[src/rtl/core/hsl2rgb_pkg.sv]
package hsl2rgb_pkg;

   // Field widths of the channels.
   localparam int HUE_W = 9;
   localparam int PCT_W = 7;
   localparam int CHAN_W = 8;

   // Hue wraps at a full turn; percentages saturate at one hundred.
   localparam int HUE_FULL = 360;
   localparam int PCT_MAX = 100;
   localparam int PCT_HALF = 50;

   // Per-channel hue offsets in degrees (red, green, blue).
   localparam logic [8:0] RED_OFFSET = 9'd0;
   localparam logic [8:0] GREEN_OFFSET = 9'd240;
   localparam logic [8:0] BLUE_OFFSET = 9'd120;

   // Corner points of the channel ramp and its clamp level.
   localparam int K_RISE = 90;
   localparam int K_FALL = 270;
   localparam int C_LIMIT = 30;

   // Lightness weight in the numerator.
   localparam int L_SCALE = 3000;

   // Internal widths.
   localparam int MIN_W = 6;    // min(l, 100 - l) is at most 50
   localparam int SM_W = 13;    // s * m is at most 5000
   localparam int NUM_W = 19;   // numerator is at most 300000
   localparam int C_W = 7;      // clamp value in -30..30

   // floor(255 * num / 300000) = floor(17 * num / 20000), done as a multiply by
   // 17 * ceil(2^38 / 20000) followed by a right shift of 38.
   localparam logic [27:0] RECIP_MULT = 28'd233646232;
   localparam int RECIP_SHIFT = 38;
   localparam int PROD_W = 47;

   // Per-stage load enables of the pipeline.
   typedef struct packed {
      logic s1;
      logic s2;
      logic s3;
      logic s4;
   } hsl2rgb_stage_en_type;

endpackage

[src/rtl/core/hsl2rgb_ifs.sv]
// Input channel: one HSL color per item.
interface hsl2rgb_req_if;
   logic                            valid;
   logic                            ready;
   logic [hsl2rgb_pkg::HUE_W-1:0]   hue;
   logic [hsl2rgb_pkg::PCT_W-1:0]   saturation;
   logic [hsl2rgb_pkg::PCT_W-1:0]   lightness;

   modport source (output valid, output hue, output saturation, output lightness,
                   input ready);
   modport sink (input valid, input hue, input saturation, input lightness,
                 output ready);
endinterface

// Result channel: one RGB color per item.
interface hsl2rgb_rsp_if;
   logic                             valid;
   logic                             ready;
   logic [hsl2rgb_pkg::CHAN_W-1:0]   red;
   logic [hsl2rgb_pkg::CHAN_W-1:0]   green;
   logic [hsl2rgb_pkg::CHAN_W-1:0]   blue;

   modport source (output valid, output red, output green, output blue, input ready);
   modport sink (input valid, input red, input green, input blue, output ready);
endinterface

[src/rtl/core/hsl2rgb_front.sv]
module hsl2rgb_front (
   input  logic                                clock,
   input  hsl2rgb_pkg::hsl2rgb_stage_en_type   stage_en,
   input  logic [hsl2rgb_pkg::HUE_W-1:0]       hue,
   input  logic [hsl2rgb_pkg::PCT_W-1:0]       saturation,
   input  logic [hsl2rgb_pkg::PCT_W-1:0]       lightness,
   output logic [hsl2rgb_pkg::HUE_W-1:0]       hue_s1,
   output logic [hsl2rgb_pkg::SM_W-1:0]        sm_s2,
   output logic [hsl2rgb_pkg::NUM_W-1:0]       lscaled_s2
);

   logic [hsl2rgb_pkg::HUE_W-1:0] hue_in, hue_ff;
   logic [hsl2rgb_pkg::PCT_W-1:0] sat_in, sat_ff;
   logic [hsl2rgb_pkg::PCT_W-1:0] light_in, light_ff;
   logic [hsl2rgb_pkg::MIN_W-1:0] min_in, min_ff;
   logic [hsl2rgb_pkg::PCT_W-1:0] light_rest;
   logic [hsl2rgb_pkg::SM_W-1:0]  sm_in, sm_ff;
   logic [hsl2rgb_pkg::NUM_W-1:0] lscaled_in, lscaled_ff;

   // Stage 1: wrap the hue into 0..359 and saturate the percentages.
   always_comb begin
      if (hue >= hsl2rgb_pkg::HUE_W'(hsl2rgb_pkg::HUE_FULL)) begin
         hue_in = hue - hsl2rgb_pkg::HUE_W'(hsl2rgb_pkg::HUE_FULL);
      end else begin
         hue_in = hue;
      end
      if (saturation > hsl2rgb_pkg::PCT_W'(hsl2rgb_pkg::PCT_MAX)) begin
         sat_in = hsl2rgb_pkg::PCT_W'(hsl2rgb_pkg::PCT_MAX);
      end else begin
         sat_in = saturation;
      end
      if (lightness > hsl2rgb_pkg::PCT_W'(hsl2rgb_pkg::PCT_MAX)) begin
         light_in = hsl2rgb_pkg::PCT_W'(hsl2rgb_pkg::PCT_MAX);
      end else begin
         light_in = lightness;
      end
   end

   // The smaller of l and 100 - l, taken from the saturated lightness.
   assign light_rest = hsl2rgb_pkg::PCT_W'(hsl2rgb_pkg::PCT_MAX) - light_in;
   assign min_in = (light_in < light_rest) ? light_in[hsl2rgb_pkg::MIN_W-1:0]
                                           : light_rest[hsl2rgb_pkg::MIN_W-1:0];

   always_ff @(posedge clock) begin
      if (stage_en.s1) begin
         hue_ff   <= hue_in;
         sat_ff   <= sat_in;
         light_ff <= light_in;
         min_ff   <= min_in;
      end
   end

   // Stage 2: the two products shared by all three channels.
   assign sm_in = hsl2rgb_pkg::SM_W'(sat_ff) * hsl2rgb_pkg::SM_W'(min_ff);
   assign lscaled_in = hsl2rgb_pkg::NUM_W'(light_ff)
                       * hsl2rgb_pkg::NUM_W'(hsl2rgb_pkg::L_SCALE);

   always_ff @(posedge clock) begin
      if (stage_en.s2) begin
         sm_ff      <= sm_in;
         lscaled_ff <= lscaled_in;
      end
   end

   assign hue_s1     = hue_ff;
   assign sm_s2      = sm_ff;
   assign lscaled_s2 = lscaled_ff;

endmodule

[src/rtl/core/hsl2rgb_chan.sv]
module hsl2rgb_chan (
   input  logic                                clock,
   input  hsl2rgb_pkg::hsl2rgb_stage_en_type   stage_en,
   input  logic [8:0]                          offset,
   input  logic [hsl2rgb_pkg::HUE_W-1:0]       hue_s1,
   input  logic [hsl2rgb_pkg::SM_W-1:0]        sm_s2,
   input  logic [hsl2rgb_pkg::NUM_W-1:0]       lscaled_s2,
   output logic [hsl2rgb_pkg::CHAN_W-1:0]      level
);

   logic [9:0]                            k_sum;
   logic [8:0]                            k_pos;
   logic signed [9:0]                     rise, fall, c_min;
   logic signed [hsl2rgb_pkg::C_W-1:0]    c_in, c_ff;
   logic signed [20:0]                    term, num_full;
   logic [hsl2rgb_pkg::NUM_W-1:0]         num_in, num_ff;
   logic [hsl2rgb_pkg::PROD_W-1:0]        scaled;
   logic [hsl2rgb_pkg::CHAN_W-1:0]        level_in, level_ff;

   // Stage 2: shifted hue and the clamped ramp value C.
   always_comb begin
      k_sum = {1'b0, hue_s1} + {1'b0, offset};
      if (k_sum >= 10'(hsl2rgb_pkg::HUE_FULL)) begin
         k_pos = 9'(k_sum - 10'(hsl2rgb_pkg::HUE_FULL));
      end else begin
         k_pos = k_sum[8:0];
      end
      rise  = $signed({1'b0, k_pos}) - $signed(10'(hsl2rgb_pkg::K_RISE));
      fall  = $signed(10'(hsl2rgb_pkg::K_FALL)) - $signed({1'b0, k_pos});
      c_min = (fall < rise) ? fall : rise;
      if (c_min > $signed(10'(hsl2rgb_pkg::C_LIMIT))) begin
         c_in = $signed(hsl2rgb_pkg::C_W'(hsl2rgb_pkg::C_LIMIT));
      end else if (c_min < -$signed(10'(hsl2rgb_pkg::C_LIMIT))) begin
         c_in = -$signed(hsl2rgb_pkg::C_W'(hsl2rgb_pkg::C_LIMIT));
      end else begin
         c_in = c_min[hsl2rgb_pkg::C_W-1:0];
      end
   end

   always_ff @(posedge clock) begin
      if (stage_en.s2) begin
         c_ff <= c_in;
      end
   end

   // Stage 3: numerator 3000*l - s*m*C, never negative for saturated inputs.
   assign term     = $signed({8'b0, sm_s2}) * 21'(c_ff);
   assign num_full = $signed({2'b0, lscaled_s2}) - term;
   assign num_in   = num_full[hsl2rgb_pkg::NUM_W-1:0];

   always_ff @(posedge clock) begin
      if (stage_en.s3) begin
         num_ff <= num_in;
      end
   end

   // Stage 4: scale by 255/300000 with a reciprocal multiply and a shift.
   assign scaled = hsl2rgb_pkg::PROD_W'(num_ff) * hsl2rgb_pkg::PROD_W'(hsl2rgb_pkg::RECIP_MULT);
   assign level_in = scaled[hsl2rgb_pkg::RECIP_SHIFT +: hsl2rgb_pkg::CHAN_W];

   always_ff @(posedge clock) begin
      if (stage_en.s4) begin
         level_ff <= level_in;
      end
   end

   assign level = level_ff;

endmodule

[src/rtl/core/hsl_to_rgb_converter_core.sv]
// Channel     Dir  Handshake            Payload
// req_chan    in   valid / ready        hue[8:0], saturation[6:0], lightness[6:0]
// rsp_chan    out  valid / ready        red[7:0], green[7:0], blue[7:0]
//
// Four register stages: input normalize, shared products and channel clamp,
// numerator, and reciprocal scale into the output register.
// One item per cycle while results are taken; items pass the stages in order.
// Each stage advances when it is empty or the stage after it advances, so a
// stalled result holds and bubbles close up behind it.
// Reset is synchronous and clears only the stage valid bits.
module hsl_to_rgb_converter_core (
   input  logic           clock,
   input  logic           reset,
   hsl2rgb_req_if.sink    req_chan,
   hsl2rgb_rsp_if.source  rsp_chan
);

   hsl2rgb_pkg::hsl2rgb_stage_en_type stage_en;

   logic v1_ff, v2_ff, v3_ff, v4_ff;
   logic [hsl2rgb_pkg::HUE_W-1:0]  hue_s1;
   logic [hsl2rgb_pkg::SM_W-1:0]   sm_s2;
   logic [hsl2rgb_pkg::NUM_W-1:0]  lscaled_s2;
   logic [hsl2rgb_pkg::CHAN_W-1:0] red_level, green_level, blue_level;

   // Stage enables ripple back from the output register.
   always_comb begin
      stage_en.s4 = !v4_ff || rsp_chan.ready;
      stage_en.s3 = !v3_ff || stage_en.s4;
      stage_en.s2 = !v2_ff || stage_en.s3;
      stage_en.s1 = !v1_ff || stage_en.s2;
   end

   assign req_chan.ready = stage_en.s1;

   // Valid bits travel alongside the data.
   always_ff @(posedge clock) begin
      if (reset) begin
         v1_ff <= 1'b0;
         v2_ff <= 1'b0;
         v3_ff <= 1'b0;
         v4_ff <= 1'b0;
      end else begin
         if (stage_en.s1) v1_ff <= req_chan.valid;
         if (stage_en.s2) v2_ff <= v1_ff;
         if (stage_en.s3) v3_ff <= v2_ff;
         if (stage_en.s4) v4_ff <= v3_ff;
      end
   end

   // Shared front end.
   hsl2rgb_front u_front (
      .clock      (clock),
      .stage_en   (stage_en),
      .hue        (req_chan.hue),
      .saturation (req_chan.saturation),
      .lightness  (req_chan.lightness),
      .hue_s1     (hue_s1),
      .sm_s2      (sm_s2),
      .lscaled_s2 (lscaled_s2)
   );

   // One lane per color channel.
   hsl2rgb_chan u_red (
      .clock      (clock),
      .stage_en   (stage_en),
      .offset     (hsl2rgb_pkg::RED_OFFSET),
      .hue_s1     (hue_s1),
      .sm_s2      (sm_s2),
      .lscaled_s2 (lscaled_s2),
      .level      (red_level)
   );

   hsl2rgb_chan u_green (
      .clock      (clock),
      .stage_en   (stage_en),
      .offset     (hsl2rgb_pkg::GREEN_OFFSET),
      .hue_s1     (hue_s1),
      .sm_s2      (sm_s2),
      .lscaled_s2 (lscaled_s2),
      .level      (green_level)
   );

   hsl2rgb_chan u_blue (
      .clock      (clock),
      .stage_en   (stage_en),
      .offset     (hsl2rgb_pkg::BLUE_OFFSET),
      .hue_s1     (hue_s1),
      .sm_s2      (sm_s2),
      .lscaled_s2 (lscaled_s2),
      .level      (blue_level)
   );

   assign rsp_chan.valid = v4_ff;
   assign rsp_chan.red   = red_level;
   assign rsp_chan.green = green_level;
   assign rsp_chan.blue  = blue_level;

   // Occupancy bookkeeping for the checks below.
   logic [2:0] occupancy;
   logic       taken, delivered;

   assign occupancy = 3'($countones({v1_ff, v2_ff, v3_ff, v4_ff}));
   assign taken     = req_chan.valid && req_chan.ready;
   assign delivered = rsp_chan.valid && rsp_chan.ready;

   // The input is held off only when every stage is full and the output stalls.
   a_full_when_blocked: assert property (@(posedge clock) disable iff (reset)
      !req_chan.ready |-> (v1_ff && v2_ff && v3_ff && v4_ff && !rsp_chan.ready))
      else $error("input blocked while the pipeline has room");

   // Items in flight change only by what enters and what leaves.
   a_occupancy: assert property (@(posedge clock) disable iff (reset)
      !$past(reset) |-> occupancy == 3'($past(occupancy) + 3'($past(taken))
                                         - 3'($past(delivered))))
      else $error("item lost or duplicated in the pipeline");

   // A waiting result keeps its color until it is taken.
   a_hold_result: assert property (@(posedge clock) disable iff (reset)
      (rsp_chan.valid && !rsp_chan.ready) |=>
         (rsp_chan.valid && $stable(red_level) && $stable(green_level)
          && $stable(blue_level)))
      else $error("stalled result changed");

endmodule

[src/flat_wrapper.sv]
// flat-port wrapper written by rule: the top's interface ports become plain ports
module hsl_to_rgb_converter_core_flat 
  (clock, reset, req_chan_valid, req_chan_hue, req_chan_saturation, req_chan_lightness, req_chan_ready, rsp_chan_valid, rsp_chan_red, rsp_chan_green, rsp_chan_blue, rsp_chan_ready);
  hsl2rgb_req_if req_chan_i ();
  hsl2rgb_rsp_if rsp_chan_i ();
  input  logic clock;
  input  logic reset;
  input wire logic [$bits(req_chan_i.valid)-1:0] req_chan_valid;
  input wire logic [$bits(req_chan_i.hue)-1:0] req_chan_hue;
  input wire logic [$bits(req_chan_i.saturation)-1:0] req_chan_saturation;
  input wire logic [$bits(req_chan_i.lightness)-1:0] req_chan_lightness;
  output wire logic [$bits(req_chan_i.ready)-1:0] req_chan_ready;
  output wire logic [$bits(rsp_chan_i.valid)-1:0] rsp_chan_valid;
  output wire logic [$bits(rsp_chan_i.red)-1:0] rsp_chan_red;
  output wire logic [$bits(rsp_chan_i.green)-1:0] rsp_chan_green;
  output wire logic [$bits(rsp_chan_i.blue)-1:0] rsp_chan_blue;
  input wire logic [$bits(rsp_chan_i.ready)-1:0] rsp_chan_ready;
  assign req_chan_i.valid = req_chan_valid;
  assign req_chan_i.hue = req_chan_hue;
  assign req_chan_i.saturation = req_chan_saturation;
  assign req_chan_i.lightness = req_chan_lightness;
  assign req_chan_ready = req_chan_i.ready;
  assign rsp_chan_valid = rsp_chan_i.valid;
  assign rsp_chan_red = rsp_chan_i.red;
  assign rsp_chan_green = rsp_chan_i.green;
  assign rsp_chan_blue = rsp_chan_i.blue;
  assign rsp_chan_i.ready = rsp_chan_ready;
  hsl_to_rgb_converter_core u_core (.clock(clock), .reset(reset), .req_chan(req_chan_i), .rsp_chan(rsp_chan_i));
endmodule
[config.mk]
export PLATFORM = sky130hd
export DESIGN_NAME = hsl_to_rgb_converter_core_flat
export DESIGN_NICKNAME = d
export VERILOG_FILES = /design/src/rtl/core/hsl2rgb_pkg.sv /design/src/rtl/core/hsl2rgb_ifs.sv /design/src/rtl/core/hsl2rgb_front.sv /design/src/rtl/core/hsl2rgb_chan.sv /design/src/rtl/core/hsl_to_rgb_converter_core.sv /design/src/flat_wrapper.sv
export SDC_FILE = /design/constraint.sdc
export NUM_CORES = 2
export LEC_CHECK = 0
export BUFFER_PORTS_ARGS = -buffer_cell sky130_fd_sc_hd__buf_4
export CAP_MARGIN = 20
export CORE_MARGIN = 1.5
export CORE_UTILIZATION = 31
export CTS_BUF_LIST = sky130_fd_sc_hd__clkbuf_4 sky130_fd_sc_hd__clkbuf_8
export CTS_CLUSTER_DIAMETER = 50
export CTS_CLUSTER_SIZE = 16
export DETAILED_ROUTE_END_ITERATION = 12
export SLEW_MARGIN = 25
export SYNTH_ARGS = -nofsm -noshare
export SYNTH_HDL_FRONTEND = slang
export SYNTH_SLANG_ARGS = --single-unit
[constraint.sdc]
create_clock -name clock -period 15.8 [get_ports clock]
set_clock_uncertainty 0.05 [all_clocks]
set_input_delay 1.58 -clock clock [delete_from_list [all_inputs] [get_ports clock]]
set_output_delay 1.58 -clock clock [all_outputs]
set_load 0.01 [all_outputs]
* Yosys cells after proc, flatten, opt, wreduce, memory -nomap -nowiden
Cells that the tools add are included.
Cells by class: $add $sub $neg 16, $mul 8, $lt $le $gt $ge 16, mux-type cells 12, reductions and logical operators 11
Operator list (number):
- multiplier 19 x 25 -> 43 bit (second input constant) | 3
- multiplier 14 x 7 -> 19 bit | 3
- subtractor 19 bit | 3
- two-way mux 9 bit | 4
- subtractor 9 bit (second input constant) | 4
- greater-than comparator 10 x 6 -> 1 bit (second input constant) | 3
- < comparator 10 bit | 3
- < comparator 10 x 6 -> 1 bit (second input constant) | 3
- two-way mux 10 bit | 3
- subtractor 9 x 7 -> 10 bit (second input constant) | 3
- subtractor 9 x 9 -> 10 bit (first input constant) | 3
- two-way mux 7 bit | 4
- >= comparator 10 x 9 -> 1 bit (second input constant) | 2
- >= comparator 9 bit (second input constant) | 2
- multiplier 7 x 9 -> 16 bit (second input constant) | 1
- greater-than comparator 7 bit (second input constant) | 2
- multiplier 7 x 6 -> 13 bit | 1
- adder 9 x 7 -> 10 bit (second input constant) | 1
- adder 9 x 8 -> 10 bit (second input constant) | 1
- < comparator 7 bit | 1
- subtractor 7 bit (first input constant) | 1
- two-way mux 6 bit | 1
- OR reduction 2 bit | 3
- logical NOT 1 bit | 4
- logical OR 1 bit | 4
Word-level totals: flip-flop bits (word level) 164, bits of input ports 27, output and inout port bits 26, logic and storage cells 85

* Logic depth before layout (Yosys ltp)
depth after elaboration 8, gate-level depth with buffers 25

* Hierarchy
A second synthesis with hierarchy kept.
Unflattened totals: cell total of the unflattened synthesis 4610, area, all modules 45368.5 um^2
By module, submodules not included:
- hsl2rgb_chan at u_core.u_red | instances 1, cells an instance 1436, area each 13759.4 um^2, seq. area each 1021.0 um^2
- hsl2rgb_chan at u_core.u_blue | instances 1, cells an instance 1358, area each 13296.5 um^2, seq. area each 1021.0 um^2
- hsl2rgb_chan at u_core.u_green | instances 1, cells an instance 1349, area each 13217.7 um^2, seq. area each 1021.0 um^2
- hsl2rgb_front | instances 1, cells an instance 449, area each 4927.2 um^2, seq. area each 1711.6 um^2
- hsl_to_rgb_converter_core | instances 1, cells an instance 18, area each 167.7 um^2, seq. area each 80.1 um^2

* Worst setup path before layout
No wires, ideal clock.
path type reg-to-reg, from register u_core.u_red.num_ff[7] (netlist name), to register u_core.u_red.level_ff, in the netlist u_core.u_red.level[4], data pin, setup time 258 ps, data arrival time 5900 ps, required time 15492 ps, path slack 9593 ps, stages on the path, launching flop included 22, path buffers 0, period minus slack after synthesis 6207 ps, cell sequence edfxtp_1 fa_1 inv_1 fa_1 inv_1 fa_1 inv_1 fa_1 fa_1 inv_1 fa_1 ha_1 and3_1 a221oi_1 o221ai_1 a21oi_1 o21ai_0 a221oi_1 a21oi_1 or3_1 a21oi_1 xnor2_1
On the way: cells in the longest elaborated chain, start to end 1
RTL lines:
- start: declaration | RTL line hsl2rgb_chan.sv:16 | logic [hsl2rgb_pkg::NUM_W-1:0] num_in, num_ff;
- start signal: assignment | RTL line hsl2rgb_chan.sv:53 | num_ff <= num_in;
- multiplier 19 x 25 -> 43 bit | RTL line hsl2rgb_chan.sv:58 | assign scaled = hsl2rgb_pkg::PROD_W'(num_ff) * hsl2rgb_pkg::PROD_W'(hsl2rgb_pkg::RECIP_MULT);
- net u_core.u_red.scaled (one bit) | RTL line hsl2rgb_chan.sv:17 | logic [hsl2rgb_pkg::PROD_W-1:0] scaled;
- end signal: assignment | RTL line hsl2rgb_chan.sv:63 | level_ff <= level_in;
- end: declaration | RTL line hsl2rgb_chan.sv:18 | logic [hsl2rgb_pkg::CHAN_W-1:0] level_in, level_ff;
The timed path passes the listed nets, and every way through them passes these cells. A chain may end at the register's enable or synchronous reset.

* Final worst setup path
from register u_core.u_blue.num_ff[8] (netlist name), to register u_core.u_blue.level_ff, in the netlist u_core.u_blue.level[7], data pin
On the way: cells in the longest elaborated chain, start to end 1
RTL lines (RTL line):
- start: declaration | hsl2rgb_chan.sv:16
- start signal: assignment | hsl2rgb_chan.sv:53
- multiplier 19 x 25 -> 43 bit | hsl2rgb_chan.sv:58
- net u_core.u_blue.scaled (one bit) | hsl2rgb_chan.sv:17
- end signal: assignment | hsl2rgb_chan.sv:63
- end: declaration | hsl2rgb_chan.sv:18
The timed path passes the listed nets, and every way through them passes these cells.

==> impl_results.md <==
- Top cell type's share of synthesized area: 35.2%
- Adder-cell share of the synthesized area: 57.3%
- Max Cap Viol: 0
- Status: complete, no violations
- Number of fill cells: 14.3k
- Global route overflow: 0
- Crit-path max cell delay: 0.64 ns
- Register area share after synthesis: 11.2%
- PostCTS Resize Cnt: 0
- Initial antenna violation count: 3
- Vias in the first global route: 31.0k
- Register Area: 4850 um2
- Post-route clock period utilization: 42.3%
- CP Cell Sequence: fa_1 -> inv_1 -> fa_1 -> inv_1 -> fa_1 -> inv_1 -> fa_1 -> fa_1 -> inv_1 -> fa_1 -> ha_1 -> a211oi_1 -> nand2_1 -> nor2_1 -> o211ai_1 -> a211oi_1 -> o211ai_1 -> a31oi_1 -> o21bai_1 -> xnor2_1
- Via count: 28.7k
- Post-Synth XOR/XNOR Area: 3.18%
- Final setup TNS: 0 ns
- Max Buffers Root-to-Sink: 2
- Pre-Repair DR Iteration Count: 5
- Met2 usage: 24.9%
- First-pass GRT wire length: 164 mm
- Arrival time worst endpoint: 7.04 ns
- Hold buffers post-CTS: 0
- Routability congestion estimate: 0.911
- Synth-to-layout area growth: 6.71%
- Multi-input gate area: 33,600 um2
- Share of layout cells above drive strength 1: 3.49%
- Height of the die: 377 um
- GRT Util Overall: 14.6%
- Final ANT Viol Nets: 0
- RSZ-0062 raised after global routing: no
- Max Fanout on Critical Path: 8
- Most common flop cell mapped by yosys: edfxtp_1
- Final wirelength: 97.8 mm
- Final setup violating endpoints: 0
- Critical Path Start Type: flop
- Post-synthesis mux area share: 0.461%
- Ys async rst share: 0%
- Fin. Hold Viols: 0
- Syn_nets: 5,977
- Synth unique cells: 90
- Max Clk Rate: 150 MHz
- Postcts setup bufs: 0
- Die area: 142,000 um2
- Worst Hold Class: reg2reg
- Crit path max-delay cell type: fa_1
- Post-synth EDFFs: 159
- Rel. slew slack: 34.7%
- Cell Rows: 137
- IO buf count: 52
- Post-route minimum period: 6.69 ns
- TritonCTS sink count: 163
- Worst Path Class, Setup: reg2reg
- Post-Layout Cell Count: 6,316
- Via density: 4.55
- Core ar.: 139,000 um2
- # DRC: 0
- Top cells by area, synth: fa_1, ha_1, edfxtp_1, inv_1, and2_1
- Crit end category: flop
- CTS tree: yes
- Initial Util: 31.2%
- Complex-gate fraction of the synthesized area: 7.11%
- Most Crowded Layer GR: met2
- Worst Path Required: 16.15 ns
- Dpl cells: 6,284
- Inserted Clock Buffers: 17
- Nets: 5,984
- Cells after synthesis: 4,420
- Simple-gate portion of the synthesized area: 9.37%
- Worst Max-Slew Pin Slew: 0.971 ns
- Synth Cell Area: 43,500 um2
- Cell taking the most area after synthesis: fa_1
- Cell mode on critical path: fa_1
- Slew Limit Fails: 0
- Largest net degree at the start of global routing: 58
- Main combinational cell family by area after synthesis: adder cells
- Synthesis Warnings: 0
- WL/cell: 15.5 um
- CTS root buf: clkbuf_8
- DRT iter0 DRCs: 1,243
- Htree depth: 4
- Clk_lat worst skew: 0.62 ns
- Met3 GRT Util: 1.71%
- Syn Area/Cell: 9.83 um2
- DPL Wire Length: 84.7 mm
- Die width: 377 um
- Met1 usage: 19.7%
- Post-synthesis register bit count: 163
- # IOs: 53
- Worst-path clk slew: 0.12 ns
## cell families after synthesis
| family | Yosys count |
|---|---|
| AOI/OAI and AO/OA | 461 |
| and+or+nand+nor | 773 |
| adders and majority gates | 1530 |
| xor gates and xnor gates | 156 |
| DFF | 163 |
| muxes | 19 |
| buffers and inverters | 1318 |
## cell usage in the layout (no fill, tap or decap), types with 15 or more instances in the layout
master    netlist  layout
o21bai_1       20      20
buf_4           1      68
ha_1          766     766
a31oi_1        22      22
edfxtp_1      159     159
xor2_1         40      40
a21oi_1       124     124
o21a_1         24      24
nand2b_1       21      21
clkbuf_8        0      17
and3_1         15      15
o21ai_0        85      85
or2_2          18      18
nor2b_1        60      60
a21o_1         44      44
nor2_1        103     103
inv_1        1238    1236
nand2_1       199     197
xnor2_1       114     114
nor3_1         43      43
fa_1          764     764
nand3_1        41      41
and2_1        207     207
## synthesized netlist by cell type (24+ instances only)
cell type,number
nor2_1,103
a21o_1,44
o21a_1,24
a21oi_1,124
nor2b_1,60
clkbuf_1,67
o21ai_0,85
and2_1,207
ha_1,766
inv_1,1238
nand2_1,199
edfxtp_1,159
xnor2_1,114
nand3_1,41
nor3_1,43
fa_1,764
xor2_1,40
## worst paths after layout
check                           slack (ns)                               from                                to  depth (start not counted)
worst min register to register        0.42          u_core.v2_ff$_SDFFE_PP0P_         u_core.v3_ff$_SDFFE_PP0P_                          2
worst max register to register        9.11  u_core.u_blue.num_ff[8]$_DFFE_PP_  u_core.u_blue.level[7]$_DFFE_PP_                         20
worst min-delay path                  0.42          u_core.v2_ff$_SDFFE_PP0P_         u_core.v3_ff$_SDFFE_PP0P_                          2
worst max-delay path                  9.11  u_core.u_blue.num_ff[8]$_DFFE_PP_  u_core.u_blue.level[7]$_DFFE_PP_                         20
## worst max-delay path: cells and delay by family, from the launching register on
| family | cells | cell delay (ns) |
|---|---|---|
| flops | 1 | 0.59 |
| compound gates | 6 | 1.75 |
| buf+inv | 4 | 0.24 |
| fa+ha+maj | 7 | 3.36 |
| xor+xnor | 1 | 0.12 |
| simple gates | 2 | 0.37 |
## registers in the layout, summed over array words and instances (netlist names)
signal / flops
u_core.u_green.c_ff: 7
u_core.u_blue.c_ff: 7
u_core.u_front.min_ff: 5
u_core.u_red.level: 8
u_core.u_blue.num_ff: 19
u_core.u_green.num_ff: 19
u_core.u_front.lscaled_s2: 16
u_core.rsp_chan.valid: 1
u_core.u_green.level: 8
u_core.u_front.sat_ff: 7
u_core.u_front.hue_s1: 9
u_core.u_red.c_ff: 7
u_core.v1_ff: 1
u_core.u_red.num_ff: 19
u_core.v3_ff: 1
u_core.u_front.light_ff: 7
u_core.u_front.sm_s2: 13
u_core.u_blue.level: 8
u_core.v2_ff: 1
## per-layer routing
metal | part of all wire [%] | up-vias
met5 | 0 | -
met2 | 48 | 339
li1 | - | 13800
met1 | 47 | 14500
met3 | 2.8 | 61
met4 | 1.5 | 0
## cell type report
type / instances / area share, %
Timing Repair Buffer: 68 / 1.10
Tap cell: 1876 / 5.06
Inverter: 1238 / 10.0
Antenna cell: 1 / 0.00540
Sequential cell: 163 / 10.5
Clock inverter: 14 / 0.305
Clock buffer: 17 / 0.505
Multi-Input combinational cell: 2939 / 72.5
## stage by stage
step	cell area [um2]	hold slack (ns)	util, %	worst slack [ns]
after floorplan	43500	0.379	-	9.59
after global placement	46000	0.384	33.0	9.10
after detailed placement	46000	0.402	33.0	8.99
after CTS	46400	0.429	33.3	9.03
after global routing	46400	0.495	33.3	8.65
final	46400	0.420	33.3	9.11
Power is left out: the tool's default activity adds up to more than one toggle a clock period on the data nets, which glitch-free logic cannot reach.
